--- src/rtl/core/dpta_pkg.sv ---
package dpta_pkg;

	// Field widths fixed by the interface
	localparam int SLOT_W  = 4;
	localparam int CNT_W   = 5;
	localparam int IP_W    = 32;
	localparam int PORT_W  = 16;
	localparam int INDEX_W = 32;
	localparam int DATA_W  = 64;
	localparam int TIME_W  = 32;
	localparam int ADDR_W  = 4;

	localparam logic [TIME_W-1:0] TIMEOUT_RST = 32'd5000;
	localparam logic [CNT_W-1:0]  EVICT_MAX   = 5'd31;
	localparam logic [CNT_W-1:0]  EVICT_ONE   = 5'd1;

	// Register select: address bit 3 picks the register
	localparam logic REG_APP_ID  = 1'b0;
	localparam logic REG_TIMEOUT = 1'b1;

	typedef enum logic [1:0] {
		REQ_PACKET = 2'd0,
		REQ_SWEEP  = 2'd1,
		REQ_READ   = 2'd2,
		REQ_NONE   = 2'd3
	} req_t;

	typedef enum logic [2:0] {
		ST_IGNORED   = 3'd0,
		ST_INSERTED  = 3'd1,
		ST_UPDATED   = 3'd2,
		ST_REFRESHED = 3'd3,
		ST_FULL      = 3'd4,
		ST_SWEPT     = 3'd5,
		ST_READ      = 3'd6
	} status_t;

	// What the cells do while the token passes them
	typedef enum logic [2:0] {
		OP_SEARCH  = 3'd0,
		OP_INSERT  = 3'd1,
		OP_UPDATE  = 3'd2,
		OP_REFRESH = 3'd3,
		OP_SWEEP   = 3'd4,
		OP_READ    = 3'd5
	} op_t;

	// Command held steady for all cells during a pass
	typedef struct packed {
		op_t                op;
		logic [TIME_W-1:0]  now;
		logic [IP_W-1:0]    ip;
		logic [PORT_W-1:0]  port;
		logic [INDEX_W-1:0] pidx;
		logic               ireset;
		logic [DATA_W-1:0]  word;
		logic [SLOT_W-1:0]  rslot;
		logic [TIME_W-1:0]  timeout;
	} bcast_t;

	// Token handed from cell to cell
	typedef struct packed {
		logic               vld;
		logic               hit;
		logic               newer;
		logic               free;
		logic [SLOT_W-1:0]  hit_slot;
		logic [SLOT_W-1:0]  free_slot;
		logic [CNT_W-1:0]   evicted;
		logic               rd_valid;
		logic [IP_W-1:0]    rd_ip;
		logic [PORT_W-1:0]  rd_port;
		logic [INDEX_W-1:0] rd_index;
		logic [DATA_W-1:0]  rd_data;
	} tok_t;

endpackage

--- src/rtl/core/dpta_ctrl.sv ---
module dpta_ctrl (
	input  logic                          clk,
	input  logic                          arst_n,
	input  logic                          start,
	output logic                          busy,
	input  logic [1:0]                    req_type,
	input  logic [dpta_pkg::TIME_W-1:0]   now_ms,
	input  logic                          header_ok,
	input  logic [63:0]                   pkt_app_id,
	input  logic [dpta_pkg::IP_W-1:0]     src_ip,
	input  logic [dpta_pkg::PORT_W-1:0]   src_port,
	input  logic [dpta_pkg::INDEX_W-1:0]  pkt_index,
	input  logic                          index_reset,
	input  logic [dpta_pkg::DATA_W-1:0]   payload_word,
	input  logic [dpta_pkg::SLOT_W-1:0]   read_slot,
	input  logic [63:0]                   app_id,
	input  logic [dpta_pkg::TIME_W-1:0]   age_limit,
	output dpta_pkg::bcast_t              bc,
	output dpta_pkg::tok_t                head,
	input  dpta_pkg::tok_t                tail,
	output logic                          done,
	output logic [2:0]                    status,
	output logic [dpta_pkg::SLOT_W-1:0]   slot,
	output logic [dpta_pkg::CNT_W-1:0]    evicted_count,
	output logic                          entry_valid,
	output logic [dpta_pkg::IP_W-1:0]     entry_ip,
	output logic [dpta_pkg::PORT_W-1:0]   entry_port,
	output logic [dpta_pkg::INDEX_W-1:0]  entry_index,
	output logic [dpta_pkg::DATA_W-1:0]   entry_data
);

	typedef enum logic [2:0] {
		S_IDLE   = 3'b001,
		S_SEARCH = 3'b010,
		S_APPLY  = 3'b100
	} state_t;

	state_t                         state_q;
	dpta_pkg::op_t                  op_q;
	logic                           inj_q;
	logic                           done_q;
	dpta_pkg::status_t              stat_q;
	logic [dpta_pkg::SLOT_W-1:0]    slot_q;
	logic [dpta_pkg::TIME_W-1:0]    now_q;
	logic [dpta_pkg::IP_W-1:0]      ip_q;
	logic [dpta_pkg::PORT_W-1:0]    port_q;
	logic [dpta_pkg::INDEX_W-1:0]   pidx_q;
	logic                           ireset_q;
	logic [dpta_pkg::DATA_W-1:0]    word_q;
	logic [dpta_pkg::SLOT_W-1:0]    rslot_q;

	dpta_pkg::status_t              res_status_q;
	logic [dpta_pkg::SLOT_W-1:0]    res_slot_q;
	logic [dpta_pkg::CNT_W-1:0]     res_evicted_q;
	logic                           res_valid_q;
	logic [dpta_pkg::IP_W-1:0]      res_ip_q;
	logic [dpta_pkg::PORT_W-1:0]    res_port_q;
	logic [dpta_pkg::INDEX_W-1:0]   res_index_q;
	logic [dpta_pkg::DATA_W-1:0]    res_data_q;

	logic                           accept;
	logic                           pkt_ok;
	logic                           finish_now;
	logic                           finish_pass;

	assign accept      = start && (state_q == S_IDLE);
	assign pkt_ok      = header_ok && (pkt_app_id == app_id);
	assign finish_pass = (state_q == S_APPLY) && tail.vld;

	// Rejected packets and unused requests answer at once
	always_comb begin
		finish_now = 1'b0;
		if (accept) begin
			case (dpta_pkg::req_t'(req_type))
				dpta_pkg::REQ_PACKET: finish_now = !pkt_ok;
				dpta_pkg::REQ_NONE:   finish_now = 1'b1;
				default:              finish_now = 1'b0;
			endcase
		end
	end

	// Sequence the passes over the cell row
	always_ff @(posedge clk or negedge arst_n) begin
		if (!arst_n) begin
			state_q <= S_IDLE;
			op_q    <= dpta_pkg::OP_SEARCH;
			inj_q   <= 1'b0;
			done_q  <= 1'b0;
			stat_q  <= dpta_pkg::ST_IGNORED;
			slot_q  <= '0;
		end else begin
			inj_q  <= 1'b0;
			done_q <= finish_now || finish_pass;
			case (state_q)
				S_IDLE: begin
					if (accept) begin
						case (dpta_pkg::req_t'(req_type))
							dpta_pkg::REQ_PACKET: begin
								if (pkt_ok) begin
									op_q    <= dpta_pkg::OP_SEARCH;
									inj_q   <= 1'b1;
									state_q <= S_SEARCH;
								end
							end
							dpta_pkg::REQ_SWEEP: begin
								op_q    <= dpta_pkg::OP_SWEEP;
								stat_q  <= dpta_pkg::ST_SWEPT;
								slot_q  <= '0;
								inj_q   <= 1'b1;
								state_q <= S_APPLY;
							end
							dpta_pkg::REQ_READ: begin
								op_q    <= dpta_pkg::OP_READ;
								stat_q  <= dpta_pkg::ST_READ;
								slot_q  <= read_slot;
								inj_q   <= 1'b1;
								state_q <= S_APPLY;
							end
							default: begin
								state_q <= S_IDLE;
							end
						endcase
					end
				end
				S_SEARCH: begin
					// Pick the action from the search token
					if (tail.vld) begin
						inj_q   <= 1'b1;
						state_q <= S_APPLY;
						if (tail.hit) begin
							slot_q <= tail.hit_slot;
							if (tail.newer) begin
								op_q   <= dpta_pkg::OP_UPDATE;
								stat_q <= dpta_pkg::ST_UPDATED;
							end else begin
								op_q   <= dpta_pkg::OP_REFRESH;
								stat_q <= dpta_pkg::ST_REFRESHED;
							end
						end else if (tail.free) begin
							op_q   <= dpta_pkg::OP_INSERT;
							stat_q <= dpta_pkg::ST_INSERTED;
							slot_q <= tail.free_slot;
						end else begin
							op_q   <= dpta_pkg::OP_SWEEP;
							stat_q <= dpta_pkg::ST_FULL;
							slot_q <= '0;
						end
					end
				end
				S_APPLY: begin
					if (tail.vld) begin
						state_q <= S_IDLE;
					end
				end
				default: begin
					state_q <= S_IDLE;
				end
			endcase
		end
	end

	// Hold the accepted command for the whole item
	always_ff @(posedge clk) begin
		if (accept) begin
			now_q    <= now_ms;
			ip_q     <= src_ip;
			port_q   <= src_port;
			pidx_q   <= pkt_index;
			ireset_q <= index_reset;
			word_q   <= payload_word;
			rslot_q  <= read_slot;
		end
	end

	// Load the result word
	always_ff @(posedge clk) begin
		if (finish_now) begin
			res_status_q  <= dpta_pkg::ST_IGNORED;
			res_slot_q    <= '0;
			res_evicted_q <= '0;
			res_valid_q   <= 1'b0;
			res_ip_q      <= '0;
			res_port_q    <= '0;
			res_index_q   <= '0;
			res_data_q    <= '0;
		end else if (finish_pass) begin
			res_status_q  <= stat_q;
			res_slot_q    <= slot_q;
			res_evicted_q <= tail.evicted;
			res_valid_q   <= tail.rd_valid;
			res_ip_q      <= tail.rd_ip;
			res_port_q    <= tail.rd_port;
			res_index_q   <= tail.rd_index;
			res_data_q    <= tail.rd_data;
		end
	end

	// Drive the cell row
	always_comb begin
		bc.op      = op_q;
		bc.now     = now_q;
		bc.ip      = ip_q;
		bc.port    = port_q;
		bc.pidx    = pidx_q;
		bc.ireset  = ireset_q;
		bc.word    = word_q;
		bc.rslot   = rslot_q;
		bc.timeout = age_limit;
		head       = '0;
		head.vld   = inj_q;
	end

	assign busy          = (state_q != S_IDLE);
	assign done          = done_q;
	assign status        = res_status_q;
	assign slot          = res_slot_q;
	assign evicted_count = res_evicted_q;
	assign entry_valid   = res_valid_q;
	assign entry_ip      = res_ip_q;
	assign entry_port    = res_port_q;
	assign entry_index   = res_index_q;
	assign entry_data    = res_data_q;

endmodule

--- config.mk ---
export PLATFORM = sky130hd
export DESIGN_NAME = dpta_ctrl
export DESIGN_NICKNAME = d
export VERILOG_FILES = /design/src/rtl/core/dpta_pkg.sv /design/src/rtl/core/dpta_ctrl.sv
export SDC_FILE = /design/constraint.sdc
export NUM_CORES = 1
export LEC_CHECK = 0
export BUFFER_PORTS_ARGS = -buffer_cell sky130_fd_sc_hd__clkbuf_2
export CORE_AREA = 2 2 411 413
export DETAILED_ROUTE_END_ITERATION = 6
export DIE_AREA = 0 0 413 415
export GPL_ROUTABILITY_DRIVEN = 0
export HOLD_SLACK_MARGIN = 0.08
export PLACE_DENSITY = 0.32
export REMOVE_ABC_BUFFERS = 1
export SLEW_MARGIN = 25
export SYNTH_ARGS = -nofsm -noshare
export SYNTH_HDL_FRONTEND = slang
export SYNTH_SLANG_ARGS = --single-unit
--- constraint.sdc ---
create_clock -name clk -period 13.6 [get_ports clk]
set_clock_uncertainty 0.05 [all_clocks]
set_input_delay 0.68 -clock clk [delete_from_list [all_inputs] [get_ports clk]]
set_output_delay 0.68 -clock clk [all_outputs]
set_load 0.02 [all_outputs]
==> results.json <==
{
  "met3_usage_pct": 4.35,
  "drc_errors": 0,
  "grt_pass1_wl_um": 103000,
  "fmaxAchievable_mhz": 243,
  "path_class": "flip-flop to flip-flop",
  "finalHoldViolations": 0,
  "die_w_um": 413,
  "drt_iter0_markers": 436,
  "cts.reportedPaths.clkPinSlew_ns": 0.06,
  "first_global_vias": 11852,
  "synth_seq_area_share_pct": 59.1,
  "drv_slew": 0,
  "grt_antenna_before_repair": 36,
  "yosys_register_bits": 353,
  "start_util_pct": 9.10,
  "vias_per_cell": 2.74,
  "synth_area_leaders": "edfxtp_1, dfxtp_1, mux2i_1",
  "rsz0062_at_grt": "no",
  "worstMarginPinSlew_ns": 1.02,
  "io_pins": 1046,
  "syn_avg_cell_area_um2": 13.4,
  "max-cap-violations": 0,
  "leakage_nw": 9.93,
  "die_area_mm2": 0.171,
  "drive_above_1_share_pct": 51.7,
  "synth_area_leader_cell": "edfxtp_1",
  "hold-worst-slack_ns": 0.158,
  "ant_nets": 0,
  "cts_buffers": 51,
  "postCtsSetupRepairBufs": 0,
  "clock_sinks": 353,
  "post-route-period-util_pct": 30.3,
  "synthFlopType": "edfxtp_1",
  "post_drt_wl_per_cell_um": 19.0,
  "fp-row-count": 150,
  "finalSetupViolCount": 0,
  "endpoint_kind": "flip-flop",
  "h-tree-depth": 2,
  "met2_usage_pct": 15.9,
  "nets": 2489,
  "die_y_um": 415,
  "dpl.hpwl_um": 65900,
  "synth-edff-count": 181,
  "grt_usage_pct": 8.90,
  "synth_async_sr_flop_share_pct": 4.25,
  "port_buffers": 820,
  "grt.busiest_layer": "met2",
  "synthCells": 1133,
  "fin_total_pwr_mw": 3.37,
  "outcome": "finished, final reports clean",
  "cts_tree": "built",
  "routed_wl_um": 80400,
  "first_pass_iters": 4,
  "clockBufferDepth": 3,
  "crit_required_ns": 14.02,
  "core_mm2": 0.167,
  "slew-limit-headroom_pct": 31.7,
  "yosys_warnings": 0,
  "p_per_area_mw_per_mm2": 146,
  "synth_top_area_share_pct": 35.8,
  "grt_util_met1_pct": 9.02,
  "max-vdd-ir-drop_mv": 0.0947,
  "synth_area_mm2": 0.0152,
  "syn_to_final_growth_pct": 52.6,
  "worstHoldPathType": "input pin to flip-flop",
  "fin_crit_ns": 4.11,
  "setup.worst_path.start_class": "flip-flop",
  "routed-via-count": 11622,
  "cts_resized": 0,
  "insertion_delay_ns": 0.63,
  "synth_cell_types": 50,
  "grt_max_degree": 69,
  "worst-path-max-fanout": 59,
  "root_buffer": "clkbuf_16",
  "grt_overflow": 0,
  "critPathArrivalTime_ns": 4.53
}
## cell usage after synthesis (all sizes together), types with 2 or more instances
cell and count:
buf 228, clkbuf 24, o2111ai 2, a21o 2
o31ai 3, nand3b 2, nand3 4, nor4 11
dfrtp 14, inv 14, edfxtp 181, nand2b 17
o2111a 4, ha 6, dfxtp 157, a31o 2
and2 3, nand2 19, o2bb2ai 3, nor2 11
xor2 39, a2111oi 4, a31oi 4, nor3 159
a22oi 4, xnor2 4, nor3b 2, a21oi 8
nor2b 14, o21ai 13, mux2i 159, nand4 4
## placed cells by master, fill, tap and decap left out, drive strengths merged, types with 15 or more instances in the layout
cell type | netlist | routed
edfxtp | 181 | 181
mux2i | 159 | 159
nand2b | 17 | 17
xor2 | 39 | 39
dlygate4sd3 | 0 | 48
nor3 | 159 | 159
conb | 1 | 161
inv | 14 | 15
dfxtp | 157 | 157
nand2 | 19 | 19
clkbuf | 24 | 885
clkinv | 0 | 24
## sequential cells by signal, indices dropped and copies added (netlist names)
signal	flops
word_q	64
op_q	3
entry_data	64
stat_q	3
entry_index	32
rslot_q	4
ip_q	32
entry_port	16
slot	4
ireset_q	1
status	3
evicted_count	5
done	1
entry_valid	1
slot_q	4
now_q	32
state_q	3
inj_q	1
entry_ip	32
port_q	16
pidx_q	32
## final timing paths
kind / slack, ns / start / end / cells past startpoint
hold / removal: 0.16 / src_ip[17] / ip_q[17] / 1
min in group asynchronous: 0.54 / arst_n / state_q[1] / 2
setup / recovery: 9.49 / state_q[0] / entry_data[18] / 8
max in group asynchronous: 12.61 / arst_n / state_q[0] / 2
hold reg to reg: 0.46 / slot_q[3] / slot_q[3] / 2
setup reg to reg: 9.49 / state_q[0] / entry_data[18] / 8
## metrics by stage
step | instances | area (um^2) | setup TNS [ns] | utilization (%) | setup WS, ns
2_1_floorplan | 1041 | 14000 | -1578.21 | - | -10.07
3_3_place_gp | 4077 | 20900 | 0 | 12.6 | 9.40
3_5_place_dp | 4077 | 20900 | 0 | 12.6 | 9.45
4_1_cts | 4221 | 23100 | 0 | 13.9 | 9.42
5_1_grt | 4225 | 23100 | 0 | 13.9 | 9.04
6_report | 4235 | 23100 | 0 | 13.9 | 9.49
## critical path, stage by stage (launching register included)
cell	delay, ns
dfstp_2	0.62
nor3b_1	0.42
nand2_1	0.28
nor2_1	0.19
nand2_1	0.12
a21oi_4	0.71
buf_4	0.52
buf_4	0.80
nor3_1	0.14
## cells by family after synthesis
logic type,Yosys count,synth area share [%]
flops,353,59.1
buf+inv,266,12.3
simple gates,251,12.6
mux,160,10.6
compound gates,53,2.49
xor+xnor,43,2.48
fa+ha+maj,6,0.495
other cells,1,0.0247
## area by class of cell
cell class | instances | area (um^2)
diodes | 14 | 35.0
clock buffers | 65 | 1380
clock inverters | 31 | 307
fillers | 18994 | 144000
inverters | 14 | 60.1
multi-input cells | 674 | 4980
flip-flops and latches | 353 | 8950
well taps | 2204 | 2760
repair buffers | 880 | 4670
## metal layers
layer	wire [um]	up-vias
li1	-	5392
met2	40200	653
met1	28300	5444
met5	27	-
met4	2590	4
met3	9270	129
## power breakdown
part | total (mW) | internal (mW) | switching, mW
logic | 0.679 | 0.209 | 0.471
clock network | 1.35 | 0.780 | 0.574
registers | 1.34 | 1.27 | 0.0667
total | 3.37 | 2.26 | 1.11
## what timing repair did
action	in CTS	in global routing
hold buffers	48	0
endpoints found under the setup margin	0	0
endpoints found under the hold margin	61	0
No activity file was read; power rests on OpenSTA's default activity.
