`src/rtl/core/dpta_pkg.sv`:
```
package dpta_pkg;

	// Field widths fixed by the interface
	localparam int SLOT_W  = 4;
	localparam int CNT_W   = 5;
	localparam int IP_W    = 32;
	localparam int PORT_W  = 16;
	localparam int INDEX_W = 32;
	localparam int DATA_W  = 64;
	localparam int TIME_W  = 32;
	localparam int ADDR_W  = 4;

	localparam logic [TIME_W-1:0] TIMEOUT_RST = 32'd5000;
	localparam logic [CNT_W-1:0]  EVICT_MAX   = 5'd31;
	localparam logic [CNT_W-1:0]  EVICT_ONE   = 5'd1;

	// Register select: address bit 3 picks the register
	localparam logic REG_APP_ID  = 1'b0;
	localparam logic REG_TIMEOUT = 1'b1;

	typedef enum logic [1:0] {
		REQ_PACKET = 2'd0,
		REQ_SWEEP  = 2'd1,
		REQ_READ   = 2'd2,
		REQ_NONE   = 2'd3
	} req_t;

	typedef enum logic [2:0] {
		ST_IGNORED   = 3'd0,
		ST_INSERTED  = 3'd1,
		ST_UPDATED   = 3'd2,
		ST_REFRESHED = 3'd3,
		ST_FULL      = 3'd4,
		ST_SWEPT     = 3'd5,
		ST_READ      = 3'd6
	} status_t;

	// What the cells do while the token passes them
	typedef enum logic [2:0] {
		OP_SEARCH  = 3'd0,
		OP_INSERT  = 3'd1,
		OP_UPDATE  = 3'd2,
		OP_REFRESH = 3'd3,
		OP_SWEEP   = 3'd4,
		OP_READ    = 3'd5
	} op_t;

	// Command held steady for all cells during a pass
	typedef struct packed {
		op_t                op;
		logic [TIME_W-1:0]  now;
		logic [IP_W-1:0]    ip;
		logic [PORT_W-1:0]  port;
		logic [INDEX_W-1:0] pidx;
		logic               ireset;
		logic [DATA_W-1:0]  word;
		logic [SLOT_W-1:0]  rslot;
		logic [TIME_W-1:0]  timeout;
	} bcast_t;

	// Token handed from cell to cell
	typedef struct packed {
		logic               vld;
		logic               hit;
		logic               newer;
		logic               free;
		logic [SLOT_W-1:0]  hit_slot;
		logic [SLOT_W-1:0]  free_slot;
		logic [CNT_W-1:0]   evicted;
		logic               rd_valid;
		logic [IP_W-1:0]    rd_ip;
		logic [PORT_W-1:0]  rd_port;
		logic [INDEX_W-1:0] rd_index;
		logic [DATA_W-1:0]  rd_data;
	} tok_t;

endpackage

```
`src/rtl/core/dpta_regs.sv`:
```
module dpta_regs (
	input  logic                          clk,
	input  logic                          arst_n,
	input  logic                          psel,
	input  logic                          penable,
	input  logic                          pwrite,
	input  logic [dpta_pkg::ADDR_W-1:0]   paddr,
	input  logic [63:0]                   pwdata,
	output logic [63:0]                   prdata,
	output logic                          pready,
	output logic [63:0]                   app_id,
	output logic [dpta_pkg::TIME_W-1:0]   age_limit
);

	logic [63:0]                 app_id_q;
	logic [dpta_pkg::TIME_W-1:0] timeout_q;
	logic                        wr_en;
	logic                        sel;

	assign pready = 1'b1;
	assign wr_en  = psel & penable & pwrite;
	assign sel    = paddr[3];

	// Write the selected register on the access cycle
	always_ff @(posedge clk or negedge arst_n) begin
		if (!arst_n) begin
			app_id_q  <= '0;
			timeout_q <= dpta_pkg::TIMEOUT_RST;
		end else if (wr_en) begin
			if (sel == dpta_pkg::REG_APP_ID) begin
				app_id_q <= pwdata;
			end else begin
				timeout_q <= pwdata[dpta_pkg::TIME_W-1:0];
			end
		end
	end

	// Return the selected register
	always_comb begin
		if (sel == dpta_pkg::REG_APP_ID) begin
			prdata = app_id_q;
		end else begin
			prdata = {32'd0, timeout_q};
		end
	end

	assign app_id    = app_id_q;
	assign age_limit = timeout_q;

endmodule

```
`config.mk`:
```
export PLATFORM = sky130hd
export DESIGN_NAME = dpta_regs
export DESIGN_NICKNAME = d
export VERILOG_FILES = /design/src/rtl/core/dpta_pkg.sv /design/src/rtl/core/dpta_regs.sv
export SDC_FILE = /design/constraint.sdc
export NUM_CORES = 1
export LEC_CHECK = 0
export ABC_AREA = 1
export BUFFER_PORTS_ARGS = -buffer_cell sky130_fd_sc_hd__buf_2
export CAP_MARGIN = 20
export CORE_MARGIN = 2
export CORE_UTILIZATION = 40
export CTS_CLUSTER_SIZE = 14
export DETAILED_ROUTE_END_ITERATION = 6
export PLACE_DENSITY = 0.72
export SETUP_SLACK_MARGIN = 0.4
export SLEW_MARGIN = 20
export SYNTH_ARGS = -nofsm -noshare
export SYNTH_HDL_FRONTEND = slang
export SYNTH_SLANG_ARGS = --single-unit
```
`constraint.sdc`:
```
create_clock -name clk -period 1 [get_ports clk]
set_input_delay 0.05 -clock clk [delete_from_list [all_inputs] [get_ports clk]]
set_output_delay 0.05 -clock clk [all_outputs]
set_load 0.02 [all_outputs]
```
==> metrics.txt, run 1 <==
status=finished with violations; failing checks=negative hold slack, negative setup slack; top-count cell post-synth=nand2_1; r2r worst-path depth=5; CP peak stage delay=~560 ps; wire per inst=19.63 um; Post-synth ARST share=100.0%; Clock transition at path regs=about 70 ps; Vias=roughly 5600; Final Hold Viols=138; DR vias/cell=5.385; leakage=0.004587 uW; Startpoint Class=flip-flop; R2R setup slack=approximately 40 ps; Mapped Area=between 0.004 and 0.005 mm^2; Distinct cells, synth=16; maximum level of the CTS H-tree=3; fmax=between 800 and 900 MHz; Buf/Inv on CP=1; final setup vio count=between 80 and 90; Synth area leader=dfrtp_1; share of layout cells above drive strength 1=67.56%; Die X=110.4 um; # fillers=about 550; post-layout util=between 80 and 90%; R2R Path End=age_limit[30]; die height=~110 um; Antenna Nets Post-Route=0; global-route wire length before repair=about 26 mm; top post-synthesis cells by count=nand2_1 (289), dfrtp_1 (91), nand3_1 (86); worst-path cell chain=nand2_1 -> nand2_2 -> buf_6; largest cells by area after synthesis=dfrtp_1 (50%), nand2_1 (24%), nand3_1 (9.5%), dfstp_2 (2.9%), inv_1 (2.7%); Tmin final=1197 ps; Tcrit/Tclk final=119.7%; gpl congestion=around 0.81; hold slack=-412.4 ps; Congestion Overflow GR=0; clk buf depth=2; insertion delay to the later sink of the worst-skew pair=340 ps; final wirelength=approximately 20 mm; synth warn=0; Yosys reg bits=96; RSZ-0062 raised after global routing=true; # DRC=0; Root Buffer=clkbuf_16; Max-cap violations=0; Net Count, Synth=~670; Hold Crit Class=in -> async; Req. time, crit path=between 900 and 1000 ps; CP endpoint kind=primary output; CTS tree=yes; Crit-path slowest cell=dfstp_2; Top delay family on crit path=flip-flops; # nets final=962; Cell Rows=38; Post-CTS Hold Fix Bufs=33; die area=between 0.01 and 0.015 mm^2; Mapped Cells=a little under 600; largest net degree at the start of global routing=50; initial core utilization=approximately two fifths; Worst Skew=0 ps; vias in the first global route=between 5000 and 6000; total chip power=between 15000 and 20000 uW; Synth-to-Final Area Change=100.7%; port bufs=approximately 230; core area=~0.011 mm^2; setup ws final=-197.2 ps; Worst VDD drop=~1.1 mV; crit path max fanout=3; reg2reg start=age_limit[30]; Mean Syn Cell Area=7.649 um^2; number of I/O pins=234; Final Slew Violations=0; kind of critical path=reg -> out; TNS Setup=-7326 ps; gr usage total=between 20 and 30%; CTS sink cnt=96; DR pass1 iterations=5; post-synth top area share=slightly above 50%; pwr dens=1830 mW/mm^2; post-synthesis sequential area ratio=a little over half; Synth Flop Type=dfrtp_1; Post-synth EDFFs=0; HPWL Detailed=approximately 10 mm; CTS Buf Count=9; initial antenna violation count=1; Critical Path AT=1150 ps; DRT iter0 DRCs=374
power by group:
part	total, uW	switching (uW)	internal, uW	leakage (uW)
logic	7330	3750	3580	0.00334
clock network	3430	1430	1990	0.000152
registers	5870	1100	4770	0.00110
total	16600	6290	10300	0.00459
cells in the final DEF, fill, tap and decap left out:
cell type       instances
diode_2                 2
nand2_4                53
buf_12                 16
nand4_4                 1
buf_6                 195
dlymetal6s4s_1          2
clkinv_4                1
nand2_1               159
nand4_1                 1
dlygate4sd3_1          31
nor2_4                 33
nand2_2                77
inv_2                  33
nand3_1                86
clkbuf_16              12
nand3_2                10
dfrtp_1                10
dfrtp_2                81
conb_1                  1
dfstp_2                 5
inv_8                   1
buf_4                  11
clkinv_2                4
buf_2                  69
clkbuf_8                1
bufinv_16               1
worst reg2reg max path: cells and delay by family, from the launching register on:
family	cells	cell delay (ps)
buffers and inverters	3	330
flip-flops	1	400
AND/OR/NAND/NOR	2	100
registers in the layout, summed over array words and instances (netlist names):
register and flops:
app_id 64, age_limit 32
layer usage:
layer / up-vias / global-route usage [%] / share of wire, %
li1: 2422 / - / -
met1: 2690 / 33.31 / 36
met2: 384 / 48.25 / 51
met3: 83 / 5.703 / 8.7
met4: 0 / 15.00 / 4.7
met5: - / 0 / 0
final cells by class:
cell class	count	area, um^2	area share, %
antenna	2	5.005	0.05508
clock buffer	10	239.0	2.630
clock inverter	6	58.81	0.6472
inverter	34	135.1	1.487
multi-input combinational	421	2609	28.71
sequential	96	2510	27.62
tap	140	175.2	1.928
timing repair buffer	327	3354	36.92
cells by family after synthesis:
logic type             synth area share (%)
buffers and inverters                 7.737
flip-flops                            53.19
AND/OR/NAND/NOR                       38.99
other                               0.08282
worst max path at each step:
| stage | slack (ps) | endpoint | start | cells after the start |
|---|---|---|---|---|
| after global placement | 80 | app_id[42] | psel | 6 |
| after global routing | -230 | prdata[12] | age_limit[12] | 3 |
| final | -200 | prdata[3] | age_limit[3] | 3 |
| after detailed placement | 30 | app_id[42] | psel | 6 |
| after CTS | -190 | prdata[7] | age_limit[7] | 3 |
| after floorplan | 190 | prdata[7] | age_limit[7] | 2 |
repair_timing:
action / CTS / global route
hold endpoints to repair: 187 / 131
pin swaps: 93 / 24
setup endpoints to repair: 256 / 256
buffers inserted: 15 / 23
resized for setup: 335 / 84
gates cloned: 0 / 6
metrics by stage:
stage	cell area [um^2]	worst slack, ps	cells
global route	9081	-228.0	1034
floorplan	5487	186.2	592
CTS	8537	-188.5	1005
global placement	6764	75.68	941
finish	9086	-197.2	1036
detailed placement	6764	31.21	941
Note: power is estimated with default switching activity, not from simulation.
==> run 2, diff against run 1 <==
--- a/config.mk
+++ b/config.mk
@@ -9,10 +9,10 @@
 export BUFFER_PORTS_ARGS = -buffer_cell sky130_fd_sc_hd__buf_2
 export CAP_MARGIN = 20
 export CORE_MARGIN = 2
-export CORE_UTILIZATION = 40
+export CORE_UTILIZATION = 46
 export CTS_CLUSTER_SIZE = 14
 export DETAILED_ROUTE_END_ITERATION = 6
-export PLACE_DENSITY = 0.72
+export PLACE_DENSITY = 0.81
 export SETUP_SLACK_MARGIN = 0.4
 export SLEW_MARGIN = 20
 export SYNTH_ARGS = -nofsm -noshare
==> metrics.txt, run 2 <==
Root Buffer=clkbuf_8; CTS Buf Count=9 (unchanged); gpl congestion=0.7889 (-2.6%); die height=103.2 um (-6.5%); Distinct cells, synth=16 (unchanged); top post-synthesis cells by count=nand2_1 (289), dfrtp_1 (91), nand3_1 (86); port bufs=229 (unchanged); largest net degree at the start of global routing=50; CTS sink cnt=96 (unchanged); synth warn=0 (unchanged); top-count cell post-synth=nand2_1; post-synth top area share=50.29% (unchanged); initial antenna violation count=2; status=aborted with a tool error; gr usage total=approximately 73%; Congestion Overflow GR=10; number of I/O pins=234 (unchanged); Synth area leader=dfrtp_1; clk buf depth=2 (unchanged); tool error=[ERROR GRT-0232] Routing congestion too high. Check the congestion heatmap in the GUI.; Post-synth ARST share=100.0% (unchanged); Cell Rows=36 (-5.3%); Net Count, Synth=665 (unchanged); worst endpoint after global-route timing repair=prdata[9]; post-synthesis sequential area ratio=53.19% (unchanged); HPWL Detailed=9.671 mm (-1.0%); Mapped Cells=592 (unchanged); Mapped Area=0.004528 mm^2 (unchanged); Last stage=global routing; Synth Flop Type=dfrtp_1; Mean Syn Cell Area=7.649 um^2 (unchanged); Die X=103.2 um (-6.5%); largest cells by area after synthesis=dfrtp_1 (50%), nand2_1 (24%), nand3_1 (9.5%), dfstp_2 (2.9%), inv_1 (2.7%); maximum level of the CTS H-tree=3 (unchanged); Post-synth EDFFs=0 (unchanged); initial core utilization=46.76% (+5.3 points); placed cells=932 (-0.96%); Yosys reg bits=96 (unchanged); worst endpoint type=top-level output
[run 2: cell families after synthesis]
group                  after synthesis  share of synthesized area (%)
and+or+nand+nor                    420                          38.99
DFF                                 96                          53.19
buffers and inverters               75                          7.737
other                                1                        0.08282
[run 2: layer usage]
layer / GRT overflow / global-route usage [%]
met1: 0 / 73.12
met2: 2 / 90.71
met3: 0 / 56.25
met4: 8 / 75.00
met5: 0 / 15.38
[run 2: repair_timing]
| action | CTS |
|---|---|
| gates cloned | 0 |
| gates resized for setup | 345 |
| hold buffers | 63 |
| pin swaps | 95 |
| endpoints found under the hold margin | 192 |
| setup endpoints to repair | 256 |
| buffers inserted | 21 |
[run 2: metrics by stage]
| stage | util [%] | cell area (um^2) | worst slack [ps] |
|---|---|---|---|
| after detailed placement | 69.34 | 6715 | 8.445 |
| after global placement | 69.34 | 6715 | 53.44 |
| after CTS | 90.57 | 8771 | -215.3 |
| after floorplan | - | 5487 | 186.2 |
==> run 3, diff against run 2 <==
--- a/config.mk
+++ b/config.mk
@@ -9,11 +9,9 @@
 export BUFFER_PORTS_ARGS = -buffer_cell sky130_fd_sc_hd__buf_2
 export CAP_MARGIN = 20
 export CORE_MARGIN = 2
-export CORE_UTILIZATION = 46
-export CTS_CLUSTER_SIZE = 14
+export CORE_UTILIZATION = 40
 export DETAILED_ROUTE_END_ITERATION = 6
-export PLACE_DENSITY = 0.81
-export SETUP_SLACK_MARGIN = 0.4
+export PLACE_DENSITY_LB_ADDON = 0.15
 export SLEW_MARGIN = 20
 export SYNTH_ARGS = -nofsm -noshare
 export SYNTH_HDL_FRONTEND = slang
==> metrics.txt, run 3 (same netlist as run 1, synthesis figures left out) <==
global-route wire length before repair=about 23 mm; Top delay family on crit path=flip-flops; final setup vio count=79; initial antenna violation count=0; die area=approximately 0.012 mm^2; CP endpoint kind=primary output; leakage=0.004354 uW; core area=0.01094 mm^2; Clock transition at path regs=60 ps; worst-path cell chain=nand2_1 -> nand2_1 -> buf_6; Startpoint Class=flip-flop; hold slack=31.63 ps; vias in the first global route=4723; met1 Track Usage GR=between 20% and 30%; initial core utilization=41.41% (-5.3 points); commonest non-fill, non-tap cell in the layout=nand2_1; # DRC=0; CTS Buf Count=9 (unchanged); Congestion Overflow GR=0; status=finished with violations; CTS sink cnt=96 (unchanged); Tcrit/Tclk final=123.7%; Max-cap violations=0; DR pass1 iterations=4; HPWL Detailed=9.096 mm (-5.9%); Antenna Cells=0; placed cell area=0.005909 mm^2 (-12%); Synth-to-Final Area Change=68.47%; wire per inst=about 15 um; gr usage total=24.11%; RSZ-0062 raised after global routing=true; Tmin final=1237 ps; max reg flops=64; port bufs=229 (unchanged); failing checks=negative setup slack; number of I/O pins=234 (unchanged); # nets final=between 900 and 1000; pwr dens=approximately 1900 mW/mm^2; Worst VDD drop=between 1 and 1.5 mV; Vias=5194; Cell Rows=38 (+5.6%); Worst Skew=0 ps; Root Buffer=clkbuf_16; Final Slew Violations=0; insertion delay to the later sink of the worst-skew pair=330 ps; setup ws final=-236.6 ps; Die X=110.4 um (+7.0%); Top Usage Layer GRT=met2; CTS tree=yes; gpl congestion=0.8372 (+6.1%); Critical Path AT=around 1200 ps; die height=110.4 um (+7.0%); crit path max fanout=3; clk buf depth=2 (unchanged); maximum level of the CTS H-tree=3 (unchanged); Buf/Inv on CP=1; Crit-path slowest cell=dfstp_2; DRT iter0 DRCs=432; largest net degree at the start of global routing=52; Antenna Nets Post-Route=0; Design Area, Final=0.007629 mm^2; TNS Setup=-5654 ps; share of layout cells above drive strength 1=36.08%; Hold Crit Class=in -> reg; DR vias/cell=around 5; Req. time, crit path=around 950 ps; met2 Usage GRT=a little over two fifths; final wirelength=15.70 mm; fmax=approximately 810 MHz; Most common cell on crit path=nand2_1; kind of critical path=reg -> out; CP peak stage delay=~580 ps; Final Hold Viols=0; met3 GRT Util=3.645%; most frequent cells in the layout=nand2_1 (284), buf_2 (146), dfrtp_1 (91)
## run 3: per-layer routing
layer	vias to the layer above	wire length, um	share of wire, %
met3	28	1064	6.8
met1	2482	6189	39
met2	219	8114	52
met5	-	0	0
met4	0	334	2.1
li1	2465	-	-
## run 3: path summary, 6_finish.rpt
check                              start       endpoint  slack, ps  cells after the start
min                             paddr[3]  age_limit[13]         30                      3
max in group asynchronous         arst_n     app_id[36]        330                      3
max                        age_limit[12]     prdata[12]       -240                      3
min reg2reg                 age_limit[9]   age_limit[9]        490                      2
max reg2reg                    app_id[0]      app_id[0]        140                      4
min in group asynchronous         arst_n     app_id[32]        150                      2
## run 3: worst min-delay path, cell delays in order
cell and delay, ps:
buf_4 150, nand3_1 90, nand2_1 50
## run 3: area by class of cell
class | instances | area (um^2)
fill | 835 | 3307
timing repair buffer | 356 | 2801
sequential | 96 | 2409
multi-input combinational | 421 | 1795
clock buffer | 14 | 284.0
tap | 140 | 175.2
inverter | 34 | 128.9
clock inverter | 2 | 35.03
## run 3: per-stage QoR
step           cells  total power (uW)  utilization [%]  setup slack, ps
2_1_floorplan    592              7743                -            80.59
3_3_place_gp     939              9415            54.04            83.25
3_5_place_dp     939              9501            54.04            62.03
4_1_cts         1033             13890            66.38           -203.7
5_1_grt         1063             15210            69.76           -248.4
6_report        1063             14490            69.76           -236.6
## run 3: where the power goes
group | internal (uW) | switching (uW)
Combinational | 2460 | 3120
Sequential | 4650 | 662
Clock | 2210 | 1390
## run 3: repair_timing
item	4_1_cts	5_1_grt
hold buffers	65	0
pin swaps	29	28
setup buffers	13	30
endpoints found under the setup margin	69	77
endpoints found under the hold margin	189	0
gates resized for setup	97	48
