<file path="src/rtl/core/dpta_pkg.sv">
package dpta_pkg;

	// Field widths fixed by the interface
	localparam int SLOT_W  = 4;
	localparam int CNT_W   = 5;
	localparam int IP_W    = 32;
	localparam int PORT_W  = 16;
	localparam int INDEX_W = 32;
	localparam int DATA_W  = 64;
	localparam int TIME_W  = 32;
	localparam int ADDR_W  = 4;

	localparam logic [TIME_W-1:0] TIMEOUT_RST = 32'd5000;
	localparam logic [CNT_W-1:0]  EVICT_MAX   = 5'd31;
	localparam logic [CNT_W-1:0]  EVICT_ONE   = 5'd1;

	// Register select: address bit 3 picks the register
	localparam logic REG_APP_ID  = 1'b0;
	localparam logic REG_TIMEOUT = 1'b1;

	typedef enum logic [1:0] {
		REQ_PACKET = 2'd0,
		REQ_SWEEP  = 2'd1,
		REQ_READ   = 2'd2,
		REQ_NONE   = 2'd3
	} req_t;

	typedef enum logic [2:0] {
		ST_IGNORED   = 3'd0,
		ST_INSERTED  = 3'd1,
		ST_UPDATED   = 3'd2,
		ST_REFRESHED = 3'd3,
		ST_FULL      = 3'd4,
		ST_SWEPT     = 3'd5,
		ST_READ      = 3'd6
	} status_t;

	// What the cells do while the token passes them
	typedef enum logic [2:0] {
		OP_SEARCH  = 3'd0,
		OP_INSERT  = 3'd1,
		OP_UPDATE  = 3'd2,
		OP_REFRESH = 3'd3,
		OP_SWEEP   = 3'd4,
		OP_READ    = 3'd5
	} op_t;

	// Command held steady for all cells during a pass
	typedef struct packed {
		op_t                op;
		logic [TIME_W-1:0]  now;
		logic [IP_W-1:0]    ip;
		logic [PORT_W-1:0]  port;
		logic [INDEX_W-1:0] pidx;
		logic               ireset;
		logic [DATA_W-1:0]  word;
		logic [SLOT_W-1:0]  rslot;
		logic [TIME_W-1:0]  timeout;
	} bcast_t;

	// Token handed from cell to cell
	typedef struct packed {
		logic               vld;
		logic               hit;
		logic               newer;
		logic               free;
		logic [SLOT_W-1:0]  hit_slot;
		logic [SLOT_W-1:0]  free_slot;
		logic [CNT_W-1:0]   evicted;
		logic               rd_valid;
		logic [IP_W-1:0]    rd_ip;
		logic [PORT_W-1:0]  rd_port;
		logic [INDEX_W-1:0] rd_index;
		logic [DATA_W-1:0]  rd_data;
	} tok_t;

endpackage

</file>
<file path="src/rtl/core/dpta_cell.sv">
module dpta_cell #(
	parameter int IDX = 0
) (
	input  logic             clk,
	input  logic             arst_n,
	input  dpta_pkg::bcast_t bc,
	input  dpta_pkg::tok_t   tok_in,
	output dpta_pkg::tok_t   tok_out
);

	localparam bit IDX_IN = (IDX < (1 << dpta_pkg::SLOT_W));
	localparam logic [dpta_pkg::SLOT_W-1:0] IDX_LO = IDX[dpta_pkg::SLOT_W-1:0];

	logic                           live_q;
	logic                           hit_mark_q;
	logic                           free_mark_q;
	logic [dpta_pkg::IP_W-1:0]      ip_q;
	logic [dpta_pkg::PORT_W-1:0]    port_q;
	logic [dpta_pkg::INDEX_W-1:0]   index_q;
	logic [dpta_pkg::DATA_W-1:0]    data_q;
	logic [dpta_pkg::TIME_W-1:0]    seen_q;
	dpta_pkg::tok_t                 tok_q;

	dpta_pkg::tok_t                 tok_nx;
	logic [dpta_pkg::TIME_W-1:0]    age;
	logic                           key_eq;
	logic                           stale;
	logic                           rd_hit;
	logic                           is_target;
	logic                           ageable;
	logic                           do_evict;
	logic                           search;
	logic                           new_hit;
	logic                           new_free;

	assign key_eq   = (ip_q == bc.ip) && (port_q == bc.port);
	assign age      = bc.now - seen_q;
	assign stale    = live_q && (age > bc.timeout);
	assign rd_hit   = IDX_IN && (bc.rslot == IDX_LO) && live_q;
	assign search   = tok_in.vld && (bc.op == dpta_pkg::OP_SEARCH);
	assign new_hit  = live_q && key_eq && !tok_in.hit;
	assign new_free = !live_q && !tok_in.free;

	// Decide whether this cell is the one the packet acts on
	always_comb begin
		is_target = 1'b0;
		ageable   = 1'b0;
		case (bc.op)
			dpta_pkg::OP_INSERT: begin
				is_target = free_mark_q;
				ageable   = 1'b1;
			end
			dpta_pkg::OP_UPDATE, dpta_pkg::OP_REFRESH: begin
				is_target = hit_mark_q;
				ageable   = 1'b1;
			end
			dpta_pkg::OP_SWEEP: begin
				ageable = 1'b1;
			end
			default: begin
				is_target = 1'b0;
				ageable   = 1'b0;
			end
		endcase
	end

	assign do_evict = tok_in.vld && ageable && !is_target && stale;

	// Fold this cell into the passing token
	always_comb begin
		tok_nx = tok_in;
		if (tok_in.vld) begin
			case (bc.op)
				dpta_pkg::OP_SEARCH: begin
					if (new_hit) begin
						tok_nx.hit      = 1'b1;
						tok_nx.newer    = bc.ireset || (index_q < bc.pidx);
						tok_nx.hit_slot = IDX_LO;
					end
					if (new_free) begin
						tok_nx.free      = 1'b1;
						tok_nx.free_slot = IDX_LO;
					end
				end
				dpta_pkg::OP_READ: begin
					if (rd_hit) begin
						tok_nx.rd_valid = 1'b1;
						tok_nx.rd_ip    = ip_q;
						tok_nx.rd_port  = port_q;
						tok_nx.rd_index = index_q;
						tok_nx.rd_data  = data_q;
					end
				end
				default: begin
					if (do_evict && (tok_in.evicted != dpta_pkg::EVICT_MAX)) begin
						tok_nx.evicted = tok_in.evicted + dpta_pkg::EVICT_ONE;
					end
				end
			endcase
		end
	end

	// Advance the token, mark search results, track liveness
	always_ff @(posedge clk or negedge arst_n) begin
		if (!arst_n) begin
			tok_q       <= '0;
			live_q      <= 1'b0;
			hit_mark_q  <= 1'b0;
			free_mark_q <= 1'b0;
		end else begin
			tok_q <= tok_nx;
			if (search) begin
				hit_mark_q  <= new_hit;
				free_mark_q <= new_free;
			end
			if (tok_in.vld && is_target && (bc.op == dpta_pkg::OP_INSERT)) begin
				live_q <= 1'b1;
			end else if (do_evict) begin
				live_q <= 1'b0;
			end
		end
	end

	// Write the entry contents
	always_ff @(posedge clk) begin
		if (tok_in.vld && is_target) begin
			seen_q <= bc.now;
			if (bc.op == dpta_pkg::OP_INSERT) begin
				ip_q   <= bc.ip;
				port_q <= bc.port;
			end
			if ((bc.op == dpta_pkg::OP_INSERT) || (bc.op == dpta_pkg::OP_UPDATE)) begin
				index_q <= bc.pidx;
				data_q  <= bc.word;
			end
		end
	end

	assign tok_out = tok_q;

endmodule

</file>
<file path="config.mk">
export PLATFORM = sky130hd
export DESIGN_NAME = dpta_cell
export DESIGN_NICKNAME = d
export VERILOG_FILES = /design/src/rtl/core/dpta_pkg.sv /design/src/rtl/core/dpta_cell.sv
export SDC_FILE = /design/constraint.sdc
export NUM_CORES = 1
export LEC_CHECK = 0
export BUFFER_PORTS_ARGS = -buffer_cell sky130_fd_sc_hd__buf_2
export CAP_MARGIN = 20
export CORE_AREA = 2 2 211 213
export CTS_BUF_LIST = sky130_fd_sc_hd__clkbuf_16
export CTS_CLUSTER_SIZE = 24
export DETAILED_ROUTE_END_ITERATION = 16
export DIE_AREA = 0 0 213 215
export PLACE_DENSITY = 0.69
export SLEW_MARGIN = 20
export SYNTH_ARGS = -nofsm -noshare
export SYNTH_HDL_FRONTEND = slang
export SYNTH_SLANG_ARGS = --single-unit
export TNS_END_PERCENT = 30
</file>
<file path="constraint.sdc">
create_clock -name clk -period 5.4 [get_ports clk]
set_input_delay 0 -clock clk [delete_from_list [all_inputs] [get_ports clk]]
set_output_delay 0 -clock clk [all_outputs]
set_load 0.1 [all_outputs]
</file>
==> flow_summary.json, run 1 <==
{
  "io_pins": 542,
  "hold_viol": 0,
  "path_clk_slew_ps": 60,
  "crit_required_ps": 5820,
  "ant_nets": 0,
  "viasPerCell": 4.758,
  "power_density_nw_per_um2": 293.1,
  "vias": 12460,
  "relSlewSlack": 0.3430,
  "synth-seq-cells": 341,
  "setup_viol_count_final": 0,
  "clk_latency_ps": 550,
  "finClkSkew_ps": 22.17,
  "post-route-min-period_ps": 5236,
  "drt_iter0_markers": 553,
  "status": "finished clean",
  "htree_levels": 2,
  "worst_slack_ps": 164.4,
  "min_path_type": "input port to asynchronous set/reset pin",
  "yosys_warnings": 0,
  "period_share": 0.9696,
  "cts_buffers": 40,
  "drt-total-wl_um": 51690,
  "antenna_found_initial": 10,
  "synth_top_family_by_area": "multiplexers",
  "syn_area_per_cell_um2": 14.26,
  "worst_pin_slew_ps": 978.0,
  "place.gp.congestion": 0.8840,
  "crit_type": "flop to flop",
  "preCtsSetupSlack_ps": -97.09,
  "dr.pass1.iters": 5,
  "yosys.area_share.simple": 0.05024,
  "die-area_um2": 45800,
  "core_area_um2": 43640,
  "synthCells": 1060,
  "gr-total-overflow": 0,
  "leakagePower_nw": 10.73,
  "synth_edf_count": 176,
  "drv_slew": 0,
  "synth-seq-area-share": 0.6228,
  "start_util": 0.3463,
  "drc": 0,
  "die_x_um": 213,
  "rows": 77,
  "synth_top_flop_cell": "edfxtp_1",
  "synth_xor_area_frac": 0.04519,
  "grt_max_degree": 99,
  "rsz0062_at_grt": "yes",
  "clock_sinks": 341,
  "track_usage": 0.2212,
  "arrival_ps": 5650,
  "cts_tree": "done",
  "drv_cap": 0,
  "port_buffers": 541,
  "synth_cell_types": 51,
  "async_reset_ff_frac": 0.4839,
  "grt_first_pass_wirelength_um": 76850,
  "fmax_mhz": 191.0,
  "cts_root_buffer": "clkbuf_16",
  "whs_ps": 92.03,
  "synth_compound_area_frac": 0.06233,
  "fin_nets": 2463,
  "synthAdderAreaFrac": 0.08079,
  "syn_nets": 1537,
  "vdd_ir_drop_max_mv": 0.2744,
  "syn_area_um2": 15120,
  "crit_fanout": 4,
  "dieHeight_um": 215,
  "critPathLaunchType": "flop",
  "synthMuxAreaShare": 0.1086,
  "clock_path_buffers": 3,
  "wire_per_inst_um": 19.74,
  "drive_gt1_frac": 0.3826,
  "worstSetupEndpointType": "flop",
  "finalPower_mw": 6.876,
  "first_global_vias": 13690,
  "dpl.hpwl_um": 34350,
  "area.growth.synth_to_final_pct": 55.22
}
-- per-stage QoR --
step | cell area [um^2] | instances | TNS [ps] | utilization
floorplan | 15120 | 1060 | 0 | -
global placement | 18650 | 2189 | -5.765 | 0.4273
detailed placement | 18650 | 2189 | -271.4 | 0.4273
CTS | 23420 | 2608 | 0 | 0.5365
global route | 23460 | 2616 | -161.4 | 0.5375
finish | 23460 | 2618 | 0 | 0.5376
-- final timing paths --
check | slack [ps] | to | depth (start not counted) | startpoint
worst max-delay path | 160 | tok_out[146]$_DFF_PN0_ | 21 | seen_q[0]$_DFFE_PP_
worst min-delay path | 90 | tok_out[57]$_DFF_PN0_ | 2 | arst_n
worst max register to register | 160 | tok_out[146]$_DFF_PN0_ | 21 | seen_q[0]$_DFFE_PP_
worst min register to register | 470 | tok_out[63]$_DFF_PN0_ | 1 | data_q[63]$_DFFE_PP_
max in group asynchronous | 3780 | tok_out[8]$_DFF_PN0_ | 3 | arst_n
min in group clk | 120 | live_q$_DFFE_PN0P_ | 4 | bc[215]
-- sequential cells by signal, indices dropped and copies added, names as in the netlist --
| signal | count |
|---|---|
| data_q | 64 |
| index_q | 32 |
| seen_q | 32 |
| tok_out | 162 |
| live_q | 1 |
| ip_q | 32 |
| free_mark_q | 1 |
| port_q | 16 |
| hit_mark_q | 1 |
-- Yosys cell counts (2+ instances only) --
master | n | area [um^2]
edfxtp_1 | 176 | 5285
dfrtp_1 | 165 | 4129
mux2_2 | 144 | 1622
inv_1 | 104 | 390.4
ha_1 | 96 | 1201
xnor2_1 | 41 | 359.1
xor2_1 | 37 | 324.1
a21o_1 | 34 | 255.2
a21oi_1 | 34 | 170.2
nor2_1 | 22 | 82.58
nand4_1 | 21 | 131.4
nand2_1 | 20 | 75.07
nor2b_1 | 20 | 125.1
o21ai_0 | 20 | 100.1
clkbuf_1 | 16 | 60.06
nor3_1 | 11 | 55.05
nor4_1 | 9 | 56.30
nand2b_1 | 8 | 50.05
a211oi_1 | 7 | 52.55
and3_1 | 7 | 43.79
o21a_1 | 7 | 52.55
nand3_1 | 6 | 30.03
a31oi_1 | 4 | 25.02
and2_1 | 4 | 25.02
o21bai_1 | 4 | 30.03
a2111oi_0 | 3 | 26.28
a211o_1 | 3 | 26.28
and4_1 | 3 | 26.28
o22ai_1 | 3 | 18.77
a221o_1 | 2 | 20.02
a221oi_1 | 2 | 17.52
mux2i_1 | 2 | 20.02
nor3b_1 | 2 | 15.01
o2111ai_1 | 2 | 17.52
o311a_1 | 2 | 20.02
o41a_1 | 2 | 22.52
or3_1 | 2 | 12.51
or4_1 | 2 | 15.01
-- metal layers --
| metal | wire (um) | global-route usage |
|---|---|---|
| met5 | 37 | 0 |
| met4 | 2655 | 0.1133 |
| met3 | 3697 | 0.05743 |
| met2 | 26300 | 0.3920 |
| met1 | 18990 | 0.2418 |
-- cell usage in the layout, fill, tap and decap left out, drive strengths merged, types with 4 or more instances in the layout --
cell type and instances:
clkinv 18, ha 96, mux2 144, inv 115, nor4 9, o21a 7, nor3 11, nand2 20
nand3 6, diode 8, a21o 34, a31oi 4, and3 7, edfxtp 176, o21ai 20, and2 4
xor2 37, dlygate4sd3 345, nand2b 8, buf 555, nand4 21, nor2 22, xnor2 41, dfrtp 165
a211oi 7, a21oi 34, o21bai 4, nor2b 20, clkbuf 43
-- repair_timing --
item                                    in CTS  in global routing
pin swaps                                    1                  8
endpoints found under the setup margin       5                  5
endpoints found under the hold margin      438                  0
resized for setup                            4                  3
hold buffers                               345                  0
setup buffers                                0                  2
-- final cells by class --
type                       count  area (um^2)
antenna                        8        20.02
sequential                   341         9414
clock inverter                32        249.0
fill                        3508        20180
clock buffer                  42         1051
tap                          592        740.7
timing repair buffer         901         6307
inverter                     104        390.4
multi-input combinational    598         5290
-- worst max-delay path, stage by stage (launching register included) --
cell and delay, ps:
edfxtp_1 320, ha_2 180, inv_1 50, fa_2 370, a211oi_2 200, nor2_1 90, o41a_1 430, a211o_1 310
a221o_1 330, a311o_1 360, a221o_1 350, buf_4 150, a311oi_2 250, xnor2_1 160, ha_1 280, nand4_1 120
nor3_2 60, buf_4 130, a21oi_1 120, o41a_1 200, and4b_2 300, mux2_2 350
-- power breakdown --
| part | total, mW | internal, mW | leakage (nW) | switching, mW |
|---|---|---|---|---|
| Clock | 2.69 | 1.56 | 0.668 | 1.13 |
| Sequential | 2.86 | 2.82 | 3.51 | 0.0394 |
| Combinational | 1.32 | 0.475 | 6.55 | 0.848 |
-- logic make-up (layout without fill, tap and decap cells) --
group / after synthesis / in the layout
compound gates: 138 / 138
xor+xnor: 78 / 78
fa+ha+maj: 97 / 97
buf+inv: 121 / 1079
flops: 341 / 341
mux: 146 / 146
other cells: 0 / 8
simple gates: 139 / 139
No activity file was read; power rests on OpenSTA's default activity.
==> inputs of run 2 (changes only) <==
--- a/config.mk
+++ b/config.mk
@@ -5,13 +5,14 @@
 export SDC_FILE = /design/constraint.sdc
 export NUM_CORES = 1
 export LEC_CHECK = 0
+export ABC_AREA = 0
 export BUFFER_PORTS_ARGS = -buffer_cell sky130_fd_sc_hd__buf_2
 export CAP_MARGIN = 20
-export CORE_AREA = 2 2 211 213
+export CORE_AREA = 2 2 210 212
 export CTS_BUF_LIST = sky130_fd_sc_hd__clkbuf_16
 export CTS_CLUSTER_SIZE = 24
 export DETAILED_ROUTE_END_ITERATION = 16
-export DIE_AREA = 0 0 213 215
+export DIE_AREA = 0 0 212 214
 export PLACE_DENSITY = 0.69
 export SLEW_MARGIN = 20
 export SYNTH_ARGS = -nofsm -noshare
==> run 2 against run 1 <==
- non-clock buffer count rose by 4
- critical endpoint is now tok_out[149]$_DFF_PN0_
- worst hold slack improved by 13 ps
- die area fell by 0.93%
- power fell by 1.3%
- critical path type unchanged
- sequential share of layout area barely moved
- combinational power barely moved
==> flow_summary.json, run 2 (same netlist as run 1, synthesis figures left out) <==
{
  "dieHeight_um": 214,
  "status": "finished clean",
  "cp_num_buf_inv": 1,
  "wire_per_inst_um": 20.00,
  "period_share": 0.9926,
  "fmax_mhz": 186.6,
  "p_sw_mw": 1.970,
  "place.gp.congestion": 0.9058,
  "worstSetupEndpointType": "flop",
  "ant_nets": 0,
  "worst_path_dominant_cell_family": "compound AO/OA/AOI/OAI gates",
  "clock_path_buffers": 3,
  "drive_gt1_frac": 0.3794,
  "core_area_um2": 42890,
  "worst_pin_slew_ps": 968.6,
  "crit_type": "flop to flop",
  "leakagePower_nw": 10.71,
  "reg2reg_slack_ps": 40,
  "cts_tree": "done",
  "stdcell_area_um2": 23440,
  "min_path_type": "input port to flop",
  "clkPwrFrac": 0.383,
  "gr-total-overflow": 0,
  "drv_slew": 0,
  "drc": 0,
  "worstPathCellList": "ha_2 -> inv_1 -> fa_2 -> a211oi_2 -> nor2_1 -> o41a_1 -> a211o_1 -> a221o_1 -> a311o_1 -> a221o_1 -> a31oi_1 -> xnor2_1 -> ha_1 -> nand3_1 -> nor2_2 -> nand4_1 -> nor3_2 -> o311a_1 -> o41a_1 -> and4b_2 -> mux2_2",
  "rows": 76,
  "dpl.hpwl_um": 34470,
  "internal_power_mw": 4.820,
  "htree_levels": 2,
  "grt_max_degree": 97,
  "power_frac_seq": 0.421,
  "final_cell_mix": "buf_2, dlygate4sd3_1, edfxtp_1",
  "area.growth.synth_to_final_pct": 55.06,
  "port_buffers": 541,
  "switching_share": 0.2901,
  "p_comb_frac": 0.196,
  "post-route-min-period_ps": 5360,
  "start_util": 0.3525,
  "setup_viol_count_final": 0,
  "clk_latency_ps": 550,
  "grt_first_pass_wirelength_um": 78760,
  "cts_root_buffer": "clkbuf_16",
  "cpMaxStageDelayCell": "o41a_1",
  "dr.pass1.iters": 5,
  "first_global_vias": 13940,
  "largest_reg_flops": 162,
  "final_core_util": 0.5465,
  "rsz0062_at_grt": "yes",
  "arrival_ps": 5780,
  "finClkSkew_ps": 17.19,
  "die-area_um2": 45370,
  "io_pins": 542,
  "worst_slack_ps": 40.21,
  "vdd_ir_drop_max_mv": 0.2821,
  "viasPerCell": 4.820,
  "critPathLaunchType": "flop",
  "vias": 12570,
  "path_clk_slew_ps": 60,
  "post_dp_cell_area_um2": 18630,
  "power_density_nw_per_um2": 289.7,
  "fin_tns_setup_ps": 0,
  "drv_cap": 0,
  "cts_buffers": 39,
  "drt_iter0_markers": 624,
  "hold_viol": 0,
  "fin_nets": 2466,
  "crit_path_max_incr_delay_ps": 440,
  "preCtsSetupSlack_ps": -86.17,
  "track_usage": 0.2271,
  "antenna_found_initial": 4,
  "clock_sinks": 341,
  "crit_fanout": 4,
  "crit_required_ps": 5820,
  "layout_commonest_cell": "buf_2",
  "relSlewSlack": 0.3493,
  "drt-total-wl_um": 52170,
  "die_x_um": 212,
  "finalPower_mw": 6.790
}
[run 2: changes by cell type in the layout (fill, tap and decap cells not counted), moves of 2 or more]
cell / previous run / this run
clkinv_1: 8 / 10
clkinv_4: 4 / 1
clkinvlp_4: 0 / 2
inv_4: 2 / 0
diode_2: 8 / 4
clkinv_2: 6 / 3
dlygate4sd3_1: 345 / 348
[run 2: per-stage QoR]
step	instances	hold slack, ps
after floorplan	1060	-295.6
after global placement	2183	-42.32
after detailed placement	2183	-43.32
after CTS	2603	68.23
after global routing	2606	134.8
final	2608	105.3
[run 2: path summary, 6_finish.rpt]
check / start / to / cells after the start
hold / removal: bc[215] / live_q$_DFFE_PN0P_ / 4
setup reg to reg: seen_q[0]$_DFFE_PP_ / tok_out[149]$_DFF_PN0_ / 21
min in group asynchronous: arst_n / tok_out[76]$_DFF_PN0_ / 4
max in group asynchronous: arst_n / tok_out[147]$_DFF_PN0_ / 4
setup / recovery: seen_q[0]$_DFFE_PP_ / tok_out[149]$_DFF_PN0_ / 21
hold reg to reg: data_q[15]$_DFFE_PP_ / tok_out[15]$_DFF_PN0_ / 1
[run 2: per-layer routing]
layer	routed length, um	part of all wire	global-route usage	vias up
met2	26670	0.51	0.4067	609
met3	4079	0.078	0.05791	129
met1	19290	0.37	0.2558	6115
met5	0	0	0	-
li1	-	-	-	5717
met4	2136	0.041	0.09108	0
[run 2: worst min-delay path, cell delays in order]
cell	delay (ps)
buf_2	120
nand2b_1	130
a21o_1	230
o22ai_1	120
[run 2: what timing repair did]
action                                  CTS  global route
hold buffers                            349             0
resized for setup                         2             5
pin swaps                                 1            13
buffers inserted                          0             1
endpoints found under the hold margin   383             0
endpoints found under the setup margin    4             6
[run 2: cell type report]
type	instances	area [um^2]
clock inverter	30	230.2
inverter	104	390.4
sequential	341	9414
tap	585	732.0
multi-input combinational	598	5286
clock buffer	41	1026
antenna	4	10.01
fill	3391	19450
timing repair buffer	905	6350
[run 2: power by group through the flow]
stage	sequential (mW)	clock, mW	combinational [mW]
finish	2.86	2.60	1.33
global route	2.86	2.77	1.40
CTS	2.86	2.66	1.30
detailed placement	2.91	0	1.09
global placement	2.90	0	1.07
floorplan	3.38	0	0.260
